## config.mk

```make
export PLATFORM = sky130hd
export DESIGN_NAME = riff_wave_header_parser
export DESIGN_NICKNAME = d
export VERILOG_FILES = /design/src/rtl/core/rwhp_pkg.sv /design/src/rtl/core/rwhp_core.sv /design/src/rtl/core/riff_wave_header_parser.sv
export SDC_FILE = /design/constraint.sdc
export NUM_CORES = 1
export LEC_CHECK = 0
export BUFFER_PORTS_ARGS = -buffer_cell sky130_fd_sc_hd__clkbuf_2
export CORE_MARGIN = 2
export CORE_UTILIZATION = 50
export CTS_BUF_LIST = sky130_fd_sc_hd__clkbuf_4 sky130_fd_sc_hd__clkbuf_8
export DETAILED_ROUTE_END_ITERATION = 8
export GPL_TIMING_DRIVEN = 0
export HOLD_SLACK_MARGIN = 0.06
export PLACE_DENSITY_LB_ADDON = 0.1
export SYNTH_ARGS = -nofsm -noshare
export SYNTH_HDL_FRONTEND = slang
export SYNTH_HIERARCHICAL = 1
export SYNTH_SLANG_ARGS = --single-unit
```

## constraint.sdc

```tcl
create_clock -name clk -period 15.4 [get_ports clk]
set_input_delay 3.08 -clock clk [delete_from_list [all_inputs] [get_ports clk]]
set_output_delay 3.08 -clock clk [all_outputs]
set_load 0.005 [all_outputs]
```

## src/rtl/core/rwhp_pkg.sv

```systemverilog
// ----------------------------------------------------------------------------
// rwhp_pkg
// Shared types and constants of the RIFF/WAVE header parser.
// ----------------------------------------------------------------------------
package rwhp_pkg;

	localparam logic [1:0] FN_BYTE    = 2'd0;
	localparam logic [1:0] FN_EOF     = 2'd1;
	localparam logic [1:0] FN_RESTART = 2'd2;

	localparam logic [2:0] ST_OK        = 3'd0;
	localparam logic [2:0] ST_NOT_WAVE  = 3'd1;
	localparam logic [2:0] ST_NOT_PCM   = 3'd2;
	localparam logic [2:0] ST_EARLY_EOF = 3'd3;
	localparam logic [2:0] ST_RIFF_EXH  = 3'd4;

	localparam logic [31:0] TAG_RIFF = 32'h4646_4952;
	localparam logic [31:0] TAG_WAVE = 32'h4556_4157;
	localparam logic [31:0] TAG_DATA = 32'h6174_6164;
	localparam logic [31:0] TAG_FMT  = 32'h2074_6D66;

	localparam logic [15:0] FMT_PCM = 16'd1;

	typedef struct packed {
		logic [1:0] func;
		logic [7:0] data_byte;
	} rwhp_item_t;

	typedef struct packed {
		logic [2:0]  status;
		logic [31:0] sample_rate;
		logic [15:0] channel_count;
		logic [15:0] block_align;
		logic [15:0] bits_per_sample;
		logic [31:0] data_offset;
		logic [31:0] data_size;
	} rwhp_result_t;

endpackage

```

## src/rtl/core/rwhp_core.sv

```systemverilog
// ----------------------------------------------------------------------------
// rwhp_core
// Parser state and the per-byte update: header tags, chunk walk, fmt capture,
// RIFF size countdown and result selection.
// ----------------------------------------------------------------------------
module rwhp_core (
	input  logic                  clk,
	input  logic                  arst_n,
	input  logic                  step,
	input  rwhp_pkg::rwhp_item_t  item,
	output logic                  res_valid,
	output rwhp_pkg::rwhp_result_t res
);

	localparam logic [1:0] PH_RIFF  = 2'd0;
	localparam logic [1:0] PH_CHUNK = 2'd1;
	localparam logic [1:0] PH_FMT   = 2'd2;
	localparam logic [1:0] PH_SKIP  = 2'd3;

	logic [1:0]  phase_q, phase_n;
	logic [31:0] pos_q, pos_n;
	logic [3:0]  idx_q, idx_n;
	logic [31:0] tag_q, tag_n;
	logic [31:0] size_q, size_n;
	logic [31:0] skip_q, skip_n;
	logic [31:0] riff_q, riff_n;
	logic [15:0] fmt_q, fmt_n;
	logic [31:0] rate_q, rate_n;
	logic [15:0] chan_q, chan_n;
	logic [15:0] align_q, align_n;
	logic [15:0] bits_q, bits_n;
	logic [31:0] offs_q, offs_n;
	logic [31:0] len_q, len_n;
	logic        fin_q, fin_n;

	logic [2:0]  status;
	logic        do_end;
	logic [31:0] end_skip;
	logic [32:0] used;
	logic [31:0] tag_sh;
	logic [31:0] size_sh;
	logic [7:0]  b;

	always_comb begin
		phase_n  = phase_q;
		pos_n    = pos_q;
		idx_n    = idx_q;
		tag_n    = tag_q;
		size_n   = size_q;
		skip_n   = skip_q;
		riff_n   = riff_q;
		fmt_n    = fmt_q;
		rate_n   = rate_q;
		chan_n   = chan_q;
		align_n  = align_q;
		bits_n   = bits_q;
		offs_n   = offs_q;
		len_n    = len_q;
		fin_n    = fin_q;
		res_valid = 1'b0;
		status   = rwhp_pkg::ST_OK;
		do_end   = 1'b0;
		end_skip = '0;
		used     = '0;
		b        = item.data_byte;
		tag_sh   = {b, tag_q[31:8]};
		size_sh  = {b, size_q[31:8]};

		if (step) begin
			if (item.func == rwhp_pkg::FN_RESTART) begin
				phase_n = PH_RIFF;
				pos_n   = '0;
				idx_n   = '0;
				tag_n   = '0;
				size_n  = '0;
				skip_n  = '0;
				riff_n  = '0;
				fmt_n   = '0;
				rate_n  = '0;
				chan_n  = '0;
				align_n = '0;
				bits_n  = '0;
				offs_n  = '0;
				len_n   = '0;
				fin_n   = 1'b0;
			end else if (item.func == rwhp_pkg::FN_EOF && !fin_q) begin
				res_valid = 1'b1;
				status    = rwhp_pkg::ST_EARLY_EOF;
			end else if (item.func == rwhp_pkg::FN_BYTE && !fin_q) begin
				pos_n = pos_q + 32'd1;
				idx_n = idx_q + 4'd1;
				case (phase_q)
					PH_RIFF: begin
						if (idx_q < 4'd4 || idx_q >= 4'd8) begin
							tag_n = tag_sh;
						end else begin
							size_n = size_sh;
						end
						if (idx_q == 4'd3 && tag_n != rwhp_pkg::TAG_RIFF) begin
							res_valid = 1'b1;
							status    = rwhp_pkg::ST_NOT_WAVE;
						end else if (idx_q >= 4'd11) begin
							if (tag_n != rwhp_pkg::TAG_WAVE) begin
								res_valid = 1'b1;
								status    = rwhp_pkg::ST_NOT_WAVE;
							end else begin
								riff_n  = size_n;
								idx_n   = '0;
								phase_n = PH_CHUNK;
								if (size_n == '0) begin
									res_valid = 1'b1;
									status    = rwhp_pkg::ST_RIFF_EXH;
								end
							end
						end
					end
					PH_CHUNK: begin
						if (idx_q < 4'd4) begin
							tag_n = tag_sh;
						end else begin
							size_n = size_sh;
						end
						if (idx_q >= 4'd7) begin
							idx_n = '0;
							if (tag_n == rwhp_pkg::TAG_DATA) begin
								offs_n = pos_n;
								len_n  = size_n;
								if (pos_n != '0 && rate_q != '0) begin
									res_valid = 1'b1;
								end else begin
									do_end   = 1'b1;
									end_skip = size_n;
								end
							end else if (tag_n == rwhp_pkg::TAG_FMT) begin
								phase_n = PH_FMT;
							end else begin
								do_end   = 1'b1;
								end_skip = size_n;
							end
						end
					end
					PH_FMT: begin
						case (idx_q)
							4'd0:  fmt_n[7:0]   = b;
							4'd1:  fmt_n[15:8]  = b;
							4'd2:  chan_n[7:0]  = b;
							4'd3:  chan_n[15:8] = b;
							4'd4:  rate_n[7:0]  = b;
							4'd5:  rate_n[15:8] = b;
							4'd6:  rate_n[23:16] = b;
							4'd7:  rate_n[31:24] = b;
							4'd12: align_n[7:0]  = b;
							4'd13: align_n[15:8] = b;
							4'd14: bits_n[7:0]   = b;
							4'd15: bits_n[15:8]  = b;
							default: ;
						endcase
						if (idx_q == 4'd15) begin
							idx_n = '0;
							if (fmt_n != rwhp_pkg::FMT_PCM) begin
								res_valid = 1'b1;
								status    = rwhp_pkg::ST_NOT_PCM;
							end else if (offs_q != '0 && rate_n != '0) begin
								res_valid = 1'b1;
							end else begin
								do_end   = 1'b1;
								end_skip = (size_q > 32'd16) ? size_q - 32'd16 : '0;
							end
						end
					end
					default: begin
						idx_n = idx_q;
						if (skip_q != '0) begin
							skip_n = skip_q - 32'd1;
						end
						if (skip_n == '0) begin
							phase_n = PH_CHUNK;
						end
					end
				endcase

				if (do_end) begin
					used = 33'd8 + {1'b0, size_n};
					if ({1'b0, riff_q} <= used) begin
						riff_n    = '0;
						res_valid = 1'b1;
						status    = rwhp_pkg::ST_RIFF_EXH;
					end else begin
						riff_n = riff_q - used[31:0];
						if (end_skip == '0) begin
							phase_n = PH_CHUNK;
						end else begin
							phase_n = PH_SKIP;
							skip_n  = end_skip;
						end
					end
				end
			end
		end

		if (res_valid) begin
			fin_n = 1'b1;
		end
	end

	always_comb begin
		res.status          = status;
		res.sample_rate     = (status == rwhp_pkg::ST_OK) ? rate_n  : '0;
		res.channel_count   = (status == rwhp_pkg::ST_OK) ? chan_n  : '0;
		res.block_align     = (status == rwhp_pkg::ST_OK) ? align_n : '0;
		res.bits_per_sample = (status == rwhp_pkg::ST_OK) ? bits_n  : '0;
		res.data_offset     = (status == rwhp_pkg::ST_OK) ? offs_n  : '0;
		res.data_size       = (status == rwhp_pkg::ST_OK) ? len_n   : '0;
	end

	always_ff @(posedge clk or negedge arst_n) begin
		if (!arst_n) begin
			phase_q <= PH_RIFF;
			pos_q   <= '0;
			idx_q   <= '0;
			tag_q   <= '0;
			size_q  <= '0;
			skip_q  <= '0;
			riff_q  <= '0;
			fmt_q   <= '0;
			rate_q  <= '0;
			chan_q  <= '0;
			align_q <= '0;
			bits_q  <= '0;
			offs_q  <= '0;
			len_q   <= '0;
			fin_q   <= 1'b0;
		end else begin
			phase_q <= phase_n;
			pos_q   <= pos_n;
			idx_q   <= idx_n;
			tag_q   <= tag_n;
			size_q  <= size_n;
			skip_q  <= skip_n;
			riff_q  <= riff_n;
			fmt_q   <= fmt_n;
			rate_q  <= rate_n;
			chan_q  <= chan_n;
			align_q <= align_n;
			bits_q  <= bits_n;
			offs_q  <= offs_n;
			len_q   <= len_n;
			fin_q   <= fin_n;
		end
	end

	a_emit_sets_fin: assert property (@(posedge clk) disable iff (!arst_n)
		res_valid |=> fin_q)
		else $error("result given without marking finished");

	a_no_second_result: assert property (@(posedge clk) disable iff (!arst_n)
		fin_q |-> !res_valid)
		else $error("second result after finish");

	a_skip_nonzero: assert property (@(posedge clk) disable iff (!arst_n)
		(phase_q == PH_SKIP) |-> (skip_q != '0))
		else $error("skip phase with nothing to skip");

	a_chunk_idx: assert property (@(posedge clk) disable iff (!arst_n)
		(phase_q == PH_CHUNK) |-> (idx_q < 4'd8))
		else $error("chunk header index out of range");

	a_fail_zero_fields: assert property (@(posedge clk) disable iff (!arst_n)
		(res_valid && status != rwhp_pkg::ST_OK) |->
		(res.sample_rate == '0 && res.data_offset == '0 && res.data_size == '0))
		else $error("failure result carries nonzero fields");

endmodule

```

## src/rtl/core/riff_wave_header_parser.sv

```systemverilog
// ----------------------------------------------------------------------------
// riff_wave_header_parser
// Parses a little-endian WAV byte stream, one byte per input transfer, and
// gives at most one result per restart: OK with the fmt fields and the data
// chunk offset and size, or a failure code. The input tuser selects byte,
// end of file or restart. One byte is taken every cycle while the output is
// not stalled; the byte that completes a result passes the input register and
// the combinational byte update of the parser state, and the result is then
// held in the output register.
// ----------------------------------------------------------------------------
module riff_wave_header_parser (
	input  logic         clk,
	input  logic         arst_n,
	input  logic         s_tvalid,
	output logic         s_tready,
	input  logic [7:0]   s_tdata,   // [7:0] data_byte
	input  logic [1:0]   s_tuser,   // [1:0] func
	output logic         m_tvalid,
	input  logic         m_tready,
	output logic [143:0] m_tdata,   // [31:0] sample_rate, [47:32] channel_count,
	                                // [63:48] block_align, [79:64] bits_per_sample,
	                                // [111:80] data_offset, [143:112] data_size
	output logic [2:0]   m_tuser    // [2:0] status
);

	logic                   valid_s1;
	rwhp_pkg::rwhp_item_t   item_s1;
	logic                   advance;
	logic                   res_valid;
	rwhp_pkg::rwhp_result_t res;
	rwhp_pkg::rwhp_result_t res_q;

	assign advance  = valid_s1 && (!m_tvalid || m_tready);
	assign s_tready = !valid_s1 || advance;

	always_ff @(posedge clk or negedge arst_n) begin
		if (!arst_n) begin
			valid_s1 <= 1'b0;
		end else if (s_tready) begin
			valid_s1 <= s_tvalid;
		end
	end

	always_ff @(posedge clk) begin
		if (s_tready && s_tvalid) begin
			item_s1.func      <= s_tuser;
			item_s1.data_byte <= s_tdata;
		end
	end

	rwhp_core u_core (
		.clk       (clk),
		.arst_n    (arst_n),
		.step      (advance),
		.item      (item_s1),
		.res_valid (res_valid),
		.res       (res)
	);

	always_ff @(posedge clk or negedge arst_n) begin
		if (!arst_n) begin
			m_tvalid <= 1'b0;
		end else if (!m_tvalid || m_tready) begin
			m_tvalid <= advance && res_valid;
		end
	end

	always_ff @(posedge clk) begin
		if (advance && res_valid) begin
			res_q <= res;
		end
	end

	assign m_tuser = res_q.status;
	assign m_tdata = {res_q.data_size, res_q.data_offset, res_q.bits_per_sample,
		res_q.block_align, res_q.channel_count, res_q.sample_rate};

endmodule

```

### Word level (Yosys, flattened, before mapping)

Cells that the tools add are included.

* logic and storage cells: 319
* flip-flop bits (word level): 486

* magnitude comparators: 6
* $add $sub $neg: 6
* multiplexer cells: 217
* reductions and logical operators: 41
* equality and inequality tests: 23

Operator list (count)
* $mux 32: 85
* $mux 8: 42
* $mux 16: 19
* $pmux 32 s2: 3
* $reduce_bool 32->1: 5
* $logic_not 32->1: 3
* $ne 32x31->1 const B: 2
* $add 4x32->33 const A: 1
* $le 32x33->1: 1
* $mux 3: 11
* $add 32x1->32 const B: 1
* $eq 32x30->1 const B: 1
* $eq 32x31->1 const B: 1
* $gt 32x5->1 const B: 1
* $mux 4: 8
* $sub 32x1->32 const B: 1
* $sub 32x32->32: 1
* $sub 32x5->32 const B: 1
* $mux 1: 30
* $mux 2: 14
* $eq 4x3->1 const B: 4
* $eq 4x4->1 const B: 4
* $ne 16x1->1 const B: 1
* $pmux 4 s3: 1
* 28 further kinds: 52

### Logic depth before layout (Yosys ltp)

Gate-level depths: netlist of run 1.

* depth in word-level cells: 24
* mapped depth: 30
* mapped depth without buffers: 25

### Modules after synthesis

The synthesis of run 1 kept the hierarchy.

Modules (own cells, without submodules)
* rwhp_core: cells each 2738, times used 1, sequential area each 8182.8 um^2, area an instance 22606.7 um^2
* riff_wave_header_parser: cells each 167, times used 1, sequential area each 4764.6 um^2, area an instance 4825.9 um^2

### Worst setup path before layout of run 1

OpenSTA, ideal clock, no wires.

* path kind: register -> register
* start: reg u_core.phase_q[1]
* end: reg res_q, in the netlist m_tdata[0], enable pin
* cell stages (with the launch flop): 27
* library setup time: 0.673 ns
* data arrival time: 11.086 ns
* setup slack: 3.640 ns
* required time: 14.727 ns
* period minus slack after synthesis: 11.760 ns
* path through: dfrtp_1 -> inv_1 -> ha_1 -> o22ai_1 -> or2_2 -> buf_2 -> buf_2 -> a22o_1 -> ha_1 -> and3_1 -> and3_1 -> and2_1 -> nand3_1 -> or2_2 -> nor2_1 -> xor2_1 -> ha_1 -> and4_1 -> and2_1 -> o211ai_1 -> o21bai_1 -> a31oi_1 -> o211ai_1 -> nand2_1 -> a31oi_1 -> nand2_1 -> nor2b_1

* longest elaborated chain between the ends: 15
* elaborated cells between the ends (all ways): 23

RTL lines
* start: declaration: RTL line rwhp_core.sv:20 `logic [1:0] phase_q, phase_n;`
* start signal: assignment: RTL line rwhp_core.sv:234 `phase_q <= phase_n;`
* $eq 2x1->1 / $logic_not 2->1 (equally long branches): RTL line rwhp_core.sv:92 `case (phase_q)`
* $pmux 32 s2: RTL line rwhp_core.sv:92
* $mux 32: RTL line rwhp_core.sv:89 `end else if (item.func == rwhp_pkg::FN_BYTE && !fin_q) begin`
* $mux 32: RTL line rwhp_core.sv:86 `end else if (item.func == rwhp_pkg::FN_EOF && !fin_q) begin`
* $mux 32: RTL line rwhp_core.sv:70 `if (item.func == rwhp_pkg::FN_RESTART) begin`
* $mux 32: RTL line rwhp_core.sv:69 `if (step) begin`
* $add 4x32->33: RTL line rwhp_core.sv:183 `used = 33'd8 + {1'b0, size_n};`
* $le 32x33->1: RTL line rwhp_core.sv:184 `if ({1'b0, riff_q} <= used) begin`
* $mux 1: RTL line rwhp_core.sv:184
* $mux 1 (*): RTL line rwhp_core.sv:182 `if (do_end) begin`
* $mux 1 (*): RTL line rwhp_core.sv:89
* $mux 1 (*): RTL line rwhp_core.sv:86
* $mux 1 (*): RTL line rwhp_core.sv:70
* $mux 1 (*): RTL line rwhp_core.sv:69
* net res_valid: RTL line riff_wave_header_parser.sv:29 `logic res_valid;`
* $logic_and 1x1->1 (*): RTL line riff_wave_header_parser.sv:69 `if (advance && res_valid) begin`
* end signal: assignment: RTL line riff_wave_header_parser.sv:70 `res_q <= res;`
* end: declaration: RTL line riff_wave_header_parser.sv:31 `rwhp_pkg::rwhp_result_t res_q;`

The timed path passes the listed nets; every way through them passes the cells marked *. The select of a mux whose other input is x is not followed.
A chain may end at the register's enable or synchronous reset.

### Worst setup path after layout of run 1

* start: reg u_core.phase_q[1]
* end: reg res_q, in the netlist m_tdata[107] (data pin)

* longest elaborated chain between the ends: 15
* elaborated cells between the ends (all ways): 28

RTL lines
* $eq 2x1->1 / $logic_not 2->1 (equally long branches): RTL line rwhp_core.sv:92
* $pmux 32 s2: RTL line rwhp_core.sv:92
* $mux 32: RTL line rwhp_core.sv:89
* $mux 32: RTL line rwhp_core.sv:86
* $mux 32: RTL line rwhp_core.sv:70
* $mux 32: RTL line rwhp_core.sv:69
* $add 4x32->33: RTL line rwhp_core.sv:183
* $le 32x33->1: RTL line rwhp_core.sv:184
* $mux 3: RTL line rwhp_core.sv:184
* $mux 3: RTL line rwhp_core.sv:182
* $mux 3: RTL line rwhp_core.sv:89
* $mux 3: RTL line rwhp_core.sv:86
* $mux 3: RTL line rwhp_core.sv:70
* $mux 3: RTL line rwhp_core.sv:69
* $logic_not 3->1: RTL line rwhp_core.sv:212 `res.data_offset = (status == rwhp_pkg::ST_OK) ? offs_n : '0;`

Parallel ways exist; a longest one is shown, timed or not. The select of a mux whose other input is x is not followed.

==> impl_summary.log, run 1 <==
[metrics] Design Area, Final: 0.0311 mm²
[metrics] number of maximum-capacitance violations: 0
[metrics] placed cell count: 3770
[metrics] Hold WC Path Type: reg -> reg
[metrics] die area: 0.0568 mm²
[metrics] top fanout value on the critical path: 10
[metrics] relative area change from synthesis to final layout: 13.4%
[metrics] number of distinct library cells after synthesis: 97
[metrics] Top FF cell, synth: sky130_fd_sc_hd__dfrtp_1
[metrics] Detail Route Antenna Nets: 0
[metrics] synthesized net count: 2968
[metrics] nature of the critical path endpoint: flop
[metrics] worst slew margin relative to its limit: 0.131
[metrics] initial core utilization: 0.508
[metrics] post-route clock period utilization: 0.525
[metrics] startpoint-to-endpoint class of the critical path: reg -> reg
[metrics] launch point of the worst path: u_core/phase_q[1]
[metrics] routed wire length: 99.6 mm
[metrics] stage delay of the slowest cell on the critical path: 0.94 ns
[metrics] post-CTS clock slew at the launch and capture registers of the worst setup and hold paths: 0.06 ns
[metrics] beginning of the worst hold path: u_core/riff_q[20]
[metrics] port buffer count: 162
[metrics] family with the most delay on the worst path: simple AND/OR/NAND/NOR gates
[metrics] Residual DRC: 0
[metrics] post-synthesis instance total: 2905
[metrics] Placeable Area: 0.0540 mm²
[metrics] worst reg2reg startpoint: u_core/phase_q[1]
[metrics] die boundary width: 238 µm
[metrics] series of cell instances along the critical path: inv_1 -> ha_1 -> o22ai_1 -> or2_2 -> buf_2 -> buf_2 -> a22o_1 -> nand2_1 -> nor4_1 -> nand2_1 -> xor2_1 -> ha_1 -> and3_1 -> nand4_1 -> nor4b_1 -> o21ai_0 -> a31oi_1 -> o211ai_1 -> nand2_1 -> a21o_1 -> clkbuf_1 -> clkbuf_1 -> and3_1
[metrics] share of post-route cells with drive strength above 1: 0.128
[metrics] Final Max Slew Viols: 0
[metrics] static leakage power: 13.6 nW
[metrics] register-to-register path setup slack: 7.31 ns
[metrics] clock tree from TritonCTS: built
[metrics] number of nets at the end of the flow: 3222
[metrics] half-perimeter wire length after detailed placement: 72.9 mm
[metrics] I/O pin count: 163
[metrics] cts bufs inserted: 83
[metrics] end-of-flow core utilization: 0.576
[metrics] number of endpoints with negative hold slack in the final report: 0
[metrics] Worst Reg-to-Reg Cells: 23
[metrics] time the final worst path needs with I/O delays and setup: 8.09 ns
[metrics] kind of launch point of the worst setup path: flop
[metrics] Final Skew: 0.0376 ns
[metrics] DR vias: 25200
[metrics] async set or reset register ratio after synthesis: 0.677
[metrics] die boundary height: 238 µm
[metrics] arrival time worst endpoint: 8.66 ns
[metrics] outcome: finished clean
[metrics] post-synthesis average cell area: 9.44 µm²
[metrics] synthesized cell area: 0.0274 mm²
[metrics] maximum vdd drop: 0.0000985 V
[metrics] setup violators final: 0
[metrics] Max Clock Freq: 124 MHz
[metrics] cts repair resizes: 0
[metrics] count of clock tree sinks: 486
[metrics] number of buffers and inverters on the critical path: 5
[metrics] post-CTS setup buffers: 0
[metrics] total power density per cell area: 124 mW/mm²
[metrics] cell with the most instances on the worst path: sky130_fd_sc_hd__nand2_1
[metrics] FILL cells: 4820
[metrics] Crit. path cell count: 23
[metrics] Non-Filler Instances: 3927
[metrics] Skew-Pair Late Insertion Delay: 0.72 ns
[metrics] hold-fix buffers at CTS: 0
[metrics] data required time at the worst endpoint: 15.97 ns
[metrics] unrepaired setup endpoints after global routing: false
[metrics] most used cells in the layout excluding fill and tap cells: sky130_fd_sc_hd__dfrtp_1 (329), sky130_fd_sc_hd__nand2_1 (310), sky130_fd_sc_hd__nor2_1 (261)
[metrics] final worst hold slack: 0.477 ns
[metrics] total grt overflow: 0
[metrics] end point of the critical path: m_tdata[107]
[metrics] Max clock buf depth: 3
[metrics] FF-to-FF End: m_tdata[107]
[metrics] flop and latch count out of synthesis: 486
[metrics] Vias/cell: 6.42
[metrics] total number of placement rows: 85
[metrics] via count of the first global-routing pass: 24500
[metrics] largest net degree at the start of global routing: 110
[metrics] clk root buf: sky130_fd_sc_hd__clkbuf_8
[metrics] Final GP Congestion: 1.00
[metrics] actual transition at the worst max-transition pin: 1.29 ns
[metrics] detailed-router iteration count before antenna repair: 6
[metrics] count of flip-flops with a built-in enable after synthesis: 157
[metrics] sequential-to-total area share from yosys stat: 0.472
[metrics] initial antenna violation count: 4
[metrics] Post-Route Setup TNS: 0 ns
[metrics] dpl cell area: 0.0293 mm²
[metrics] Yosys warnings: 6
[metrics] most common cell after layout, fill and taps aside: sky130_fd_sc_hd__dfrtp_1
[metrics] slowest cell on the critical path: sky130_fd_sc_hd__nor4_1
[metrics] global-route wire length before repair: 152 mm
[metrics] first-iteration detailed-routing DRC count: 2568
[metrics] wire length per cell: 25.4 µm
[metrics] all-layer global routing usage: 0.350
[metrics] H-tree levels: 3
cells in the mapped netlist (all sizes together), types with 9 or more instances:
cell type,n,area [µm²]
a211oi,11,82.6
a21o,25,188
a21oi,113,577
a221o,11,110
a22o,93,815
a22oi,15,118
a31oi,37,231
and2,22,140
and3,92,576
and4,11,98.8
buf,62,342
clkbuf,183,689
dfrtp,329,8230
edfxtp,157,4710
ha,48,601
inv,33,124
mux2i,116,1160
nand2,311,1170
nand2b,16,100
nand3,76,385
nand3b,12,103
nand4,53,344
nand4b,15,131
nor2,262,986
nor2b,15,93.8
nor3,145,736
nor3b,9,72.6
nor4,67,438
nor4b,13,114
o211ai,12,90.1
o21ai,187,936
o22ai,24,150
o2bb2ai,9,78.8
o31ai,66,500
or2,15,93.8
or3,17,106
or4,9,67.6
xnor2,70,613
xor2,49,429
through the flow:
step	power (W)	worst slack, ns
global placement	0.00256	-0.278
CTS	0.00383	7.63
global route	0.00401	7.05
floorplan	0.00222	3.64
detailed placement	0.00257	7.66
finish	0.00385	7.31
report_power, final:
part / internal (W) / total [W] / switching (W)
sequential: 0.00141 / 0.00148 / 0.0000703
clock: 0.000674 / 0.00126 / 0.000586
combinational: 0.000388 / 0.00111 / 0.000719
total: 0.00247 / 0.00385 / 0.00137
worst register-to-register path, delay by kind of cell, from the launching register on:
family                   cells  cell delay (ns)
AND/OR/NAND/NOR              9             2.80
buffers and inverters        5             1.64
XOR/XNOR                     1             0.47
adder cells (fa/ha/maj)      2             0.61
AO/OA/AOI/OAI                6             2.04
flip-flops                   1             0.43
worst min-delay path by stage:
stage / slack (ns) / cells after the start / to
3_5_place_dp: 0.46 / 2 / u_core/riff_q[20]
5_1_grt: 0.50 / 2 / u_core/riff_q[20]
2_1_floorplan: 0.45 / 2 / u_core/riff_q[20]
3_3_place_gp: 0.47 / 2 / u_core/len_q[9]
4_1_cts: 0.48 / 2 / u_core/riff_q[20]
6_report: 0.48 / 2 / u_core/riff_q[20]
registers in the layout, indices dropped and copies added (netlist names):
name and cells:
u_core/align_q 16, u_core/bits_q 16, u_core/phase_q 2, u_core/size_q 32, m_tdata 144, item_s1 10
u_core/skip_q 32, u_core/len_q 32, u_core/riff_q 32, u_core/fmt_q 16, u_core/idx_q 4, u_core/pos_q 32
u_core/fin_q 1, u_core/offs_q 32, u_core/chan_q 16, valid_s1 1, m_tuser 3, u_core/tag_q 32
u_core/rate_q 32, m_tvalid 1
cell type report:
cell class                      instances  area [µm²]  share of cell area
Antenna cell                            2        5.00            0.000161
Tap cell                              696         871              0.0280
Clock inverter                         36         295             0.00950
Clock buffer                          119        1490              0.0480
Inverter                               34         128             0.00410
Timing Repair Buffer                  169         990              0.0318
Sequential cell                       486       12900               0.416
Multi-Input combinational cell       2140       13300               0.429
Buffer                                245        1030              0.0332
routing by layer:
metal	up-vias	track usage	routed length, µm
met2	1268	0.543	45000
met5	-	0	41
met1	12400	0.475	41700
met4	6	0.161	4670
met3	303	0.0717	8230
li1	11200	-	-
cells by family (layout without fill, tap and decap cells):
family                   Yosys count  in the layout  synth area share
multiplexers                     119            119            0.0436
buffers and inverters            279            603            0.0422
flip-flops                       486            486             0.472
XOR/XNOR                         119            119            0.0380
AND/OR/NAND/NOR                 1167           1167             0.212
AO/OA/AOI/OAI                    686            686             0.169
other                              0              2                 0
adder cells (fa/ha/maj)           49             49            0.0226
Note: power is estimated with default switching activity, not from simulation.
==> run 2: changes to the inputs <==
==> constraint.sdc (replaced) <==
create_clock -name clk -period 7.7 [get_ports clk]
set_input_delay 1.54 -clock clk [delete_from_list [all_inputs] [get_ports clk]]
set_output_delay 1.54 -clock clk [all_outputs]
set_load 0.005 [all_outputs]
==> impl_summary.log, run 2 (same netlist as run 1, synthesis figures left out) <==
[metrics] port buffer count: 162 (unchanged)
[metrics] dpl cell area: 0.0293 mm² (about the same)
[metrics] unrepaired setup endpoints after global routing: true
[metrics] Max Clock Freq: 136 MHz (+9.8%)
[metrics] initial antenna violation count: 2 (-2)
[metrics] post-route clock period utilization: 0.957 (+0.431)
[metrics] startpoint-to-endpoint class of the critical path: reg -> reg
[metrics] first-iteration detailed-routing DRC count: 2598 (+1.2%)
[metrics] placed cell count: 3770 (unchanged)
[metrics] wire length per cell: 25.2 µm (-0.75%)
[metrics] I/O pin count: 163 (unchanged)
[metrics] Non-Filler Instances: 3931 (+0.10%)
[metrics] nature of the critical path endpoint: flop
[metrics] half-perimeter wire length after detailed placement: 72.5 mm (-0.57%)
[metrics] count of clock tree sinks: 486 (unchanged)
[metrics] Placeable Area: 0.0540 mm² (unchanged)
[metrics] total number of placement rows: 85 (unchanged)
[metrics] launch point of the worst path: u_core/phase_q[0]
[metrics] cts bufs inserted: 83 (unchanged)
[metrics] via count of the first global-routing pass: 24400 (-0.58%)
[metrics] die area: 0.0568 mm² (unchanged)
[metrics] static leakage power: 13.7 nW (+0.74%)
[metrics] all-layer global routing usage: 0.347 (-0.00297)
[metrics] post-CTS clock slew at the launch and capture registers of the worst setup and hold paths: 0.06 ns (about the same)
[metrics] time the final worst path needs with I/O delays and setup: 7.37 ns (-0.725 ns)
[metrics] maximum vdd drop: 0.000167 V (+69%)
[metrics] total grt overflow: 0 (unchanged)
[metrics] actual transition at the worst max-transition pin: 1.18 ns (-0.107 ns)
[metrics] clk root buf: sky130_fd_sc_hd__clkbuf_8
[metrics] clock tree from TritonCTS: built
[metrics] cell with the most instances on the worst path: sky130_fd_sc_hd__o211ai_1
[metrics] largest net degree at the start of global routing: 97 (-12%)
[metrics] Design Area, Final: 0.0313 mm² (+0.72%)
[metrics] top fanout value on the critical path: 10 (unchanged)
[metrics] number of maximum-capacitance violations: 0 (unchanged)
[metrics] Vias/cell: 6.41 (-0.26%)
[metrics] arrival time worst endpoint: 7.82 ns (-0.84 ns)
[metrics] relative area change from synthesis to final layout: 14.2%
[metrics] DR vias: 25200 (-0.16%)
[metrics] final setup slack of the worst path: 0.335 ns (-6.97 ns)
[metrics] global-route wire length before repair: 150 mm (-1.3%)
[metrics] Final GP Congestion: 0.990 (-1.1%)
[metrics] total power density per cell area: 253 mW/mm² (+100%)
[metrics] share of post-route cells with drive strength above 1: 0.133 (+0.00568)
[metrics] most common cell after layout, fill and taps aside: sky130_fd_sc_hd__dfrtp_1
[metrics] detailed-router iteration count before antenna repair: 6 (unchanged)
[metrics] number of flip-flops in the largest register: 144 (unchanged)
[metrics] die boundary width: 238 µm (unchanged)
[metrics] slowest cell on the critical path: sky130_fd_sc_hd__ha_1
[metrics] most used cells in the layout excluding fill and tap cells: sky130_fd_sc_hd__dfrtp_1 (329), sky130_fd_sc_hd__nand2_1 (309), sky130_fd_sc_hd__nor2_1 (261)
[metrics] data required time at the worst endpoint: 8.16 ns (-7.81 ns)
[metrics] Post-Route Setup TNS: 0 ns (unchanged)
[metrics] total chip power: 0.00792 W (+110%)
[metrics] kind of launch point of the worst setup path: flop
[metrics] initial core utilization: 0.508 (unchanged)
[metrics] routed wire length: 99.0 mm (-0.65%)
[metrics] worst reg2reg startpoint: u_core/phase_q[0]
[metrics] outcome: finished clean
[metrics] Max clock buf depth: 3 (unchanged)
[metrics] Post-Place Worst Slack: -0.0871 ns (-7.75 ns)
[metrics] H-tree levels: 3 (unchanged)
[metrics] setup violators final: 0 (unchanged)
[metrics] Hold WC Path Type: reg -> reg
[metrics] number of endpoints with negative hold slack in the final report: 0 (unchanged)
[metrics] Final Skew: 0.0374 ns (-0.000173 ns)
[metrics] Residual DRC: 0 (unchanged)
[metrics] worst slew margin relative to its limit: 0.203 (+0.0722)
[metrics] Detail Route Antenna Nets: 0 (unchanged)
[metrics] die boundary height: 238 µm (unchanged)
[metrics] Skew-Pair Late Insertion Delay: 0.71 ns (about the same)
[metrics] beginning of the worst hold path: u_core/len_q[8]
[metrics] number of nets at the end of the flow: 3226 (+0.12%)
[metrics] stage delay of the slowest cell on the critical path: 0.42 ns (-0.52 ns)
[metrics] Final Max Slew Viols: 0 (unchanged)
==> run 2: cell count changes in the layout (fill, tap and decap cells not counted), sizes merged <==
| cell | before | now |
|---|---|---|
| clkinv | 29 | 30 |
| clkinvlp | 0 | 3 |
| buf | 69 | 74 |
| inv | 39 | 40 |
| clkbuf | 464 | 450 |
| bufinv | 2 | 11 |
| diode | 2 | 1 |
==> run 2: layer usage <==
layer | up-vias | GRT usage | routed length, µm
li1 | 11300 | - | -
met3 | 301 | 0.0634 | 8080
met4 | 0 | 0.178 | 4970
met2 | 1273 | 0.540 | 44500
met1 | 12300 | 0.467 | 41500
met5 | - | 0 | 0
==> run 2: critical path: cells and delay by family, from the launching register on <==
family / cells / cell delay (ns)
XOR/XNOR: 1 / 0.11
adder cells (fa/ha/maj): 2 / 0.69
flip-flops: 1 / 0.41
AND/OR/NAND/NOR: 14 / 3.35
AO/OA/AOI/OAI: 7 / 1.93
buffers and inverters: 3 / 0.65
==> run 2: through the flow <==
stage,util,hold WS (ns)
CTS,0.579,0.491
detailed placement,0.542,0.474
global placement,0.539,0.463
finish,0.580,0.486
floorplan,-,0.445
global route,0.580,0.516
==> run 2: final cells by class <==
class	instances	area, µm²
tap	696	871
antenna	1	2.50
clock buffer	106	1370
clock inverter	50	584
buffer	245	1040
sequential	486	12900
fill	4843	22700
multi-input combinational	2140	13400
inverter	34	128
timing repair buffer	173	1010
==> run 2: what timing repair did <==
action                                  CTS  global route
endpoints found under the setup margin   52           163
gates resized for setup                   2            13
gates cloned                              0             0
hold buffers                              0             0
endpoints found under the hold margin     0             0
setup buffers                             3             1
pin swaps                                 0             1
==> run 2: path summary, 6_finish.rpt <==
check                                     to  cells after the start  slack [ns]
setup / recovery                 m_tdata[19]                     27        0.33
hold / removal               u_core/len_q[8]                      2        0.49
setup reg to reg                 m_tdata[19]                     27        0.33
hold reg to reg              u_core/len_q[8]                      2        0.49
max in group asynchronous  u_core/riff_q[10]                      3        5.47
min in group asynchronous  u_core/offs_q[19]                      1        0.82
==> run 2: power breakdown <==
part           internal [W]  switching, W  leakage, nW
clock               0.00157       0.00118         1.02
combinational      0.000778       0.00144         6.80
sequential          0.00282      0.000142         5.91
total               0.00517       0.00276         13.7
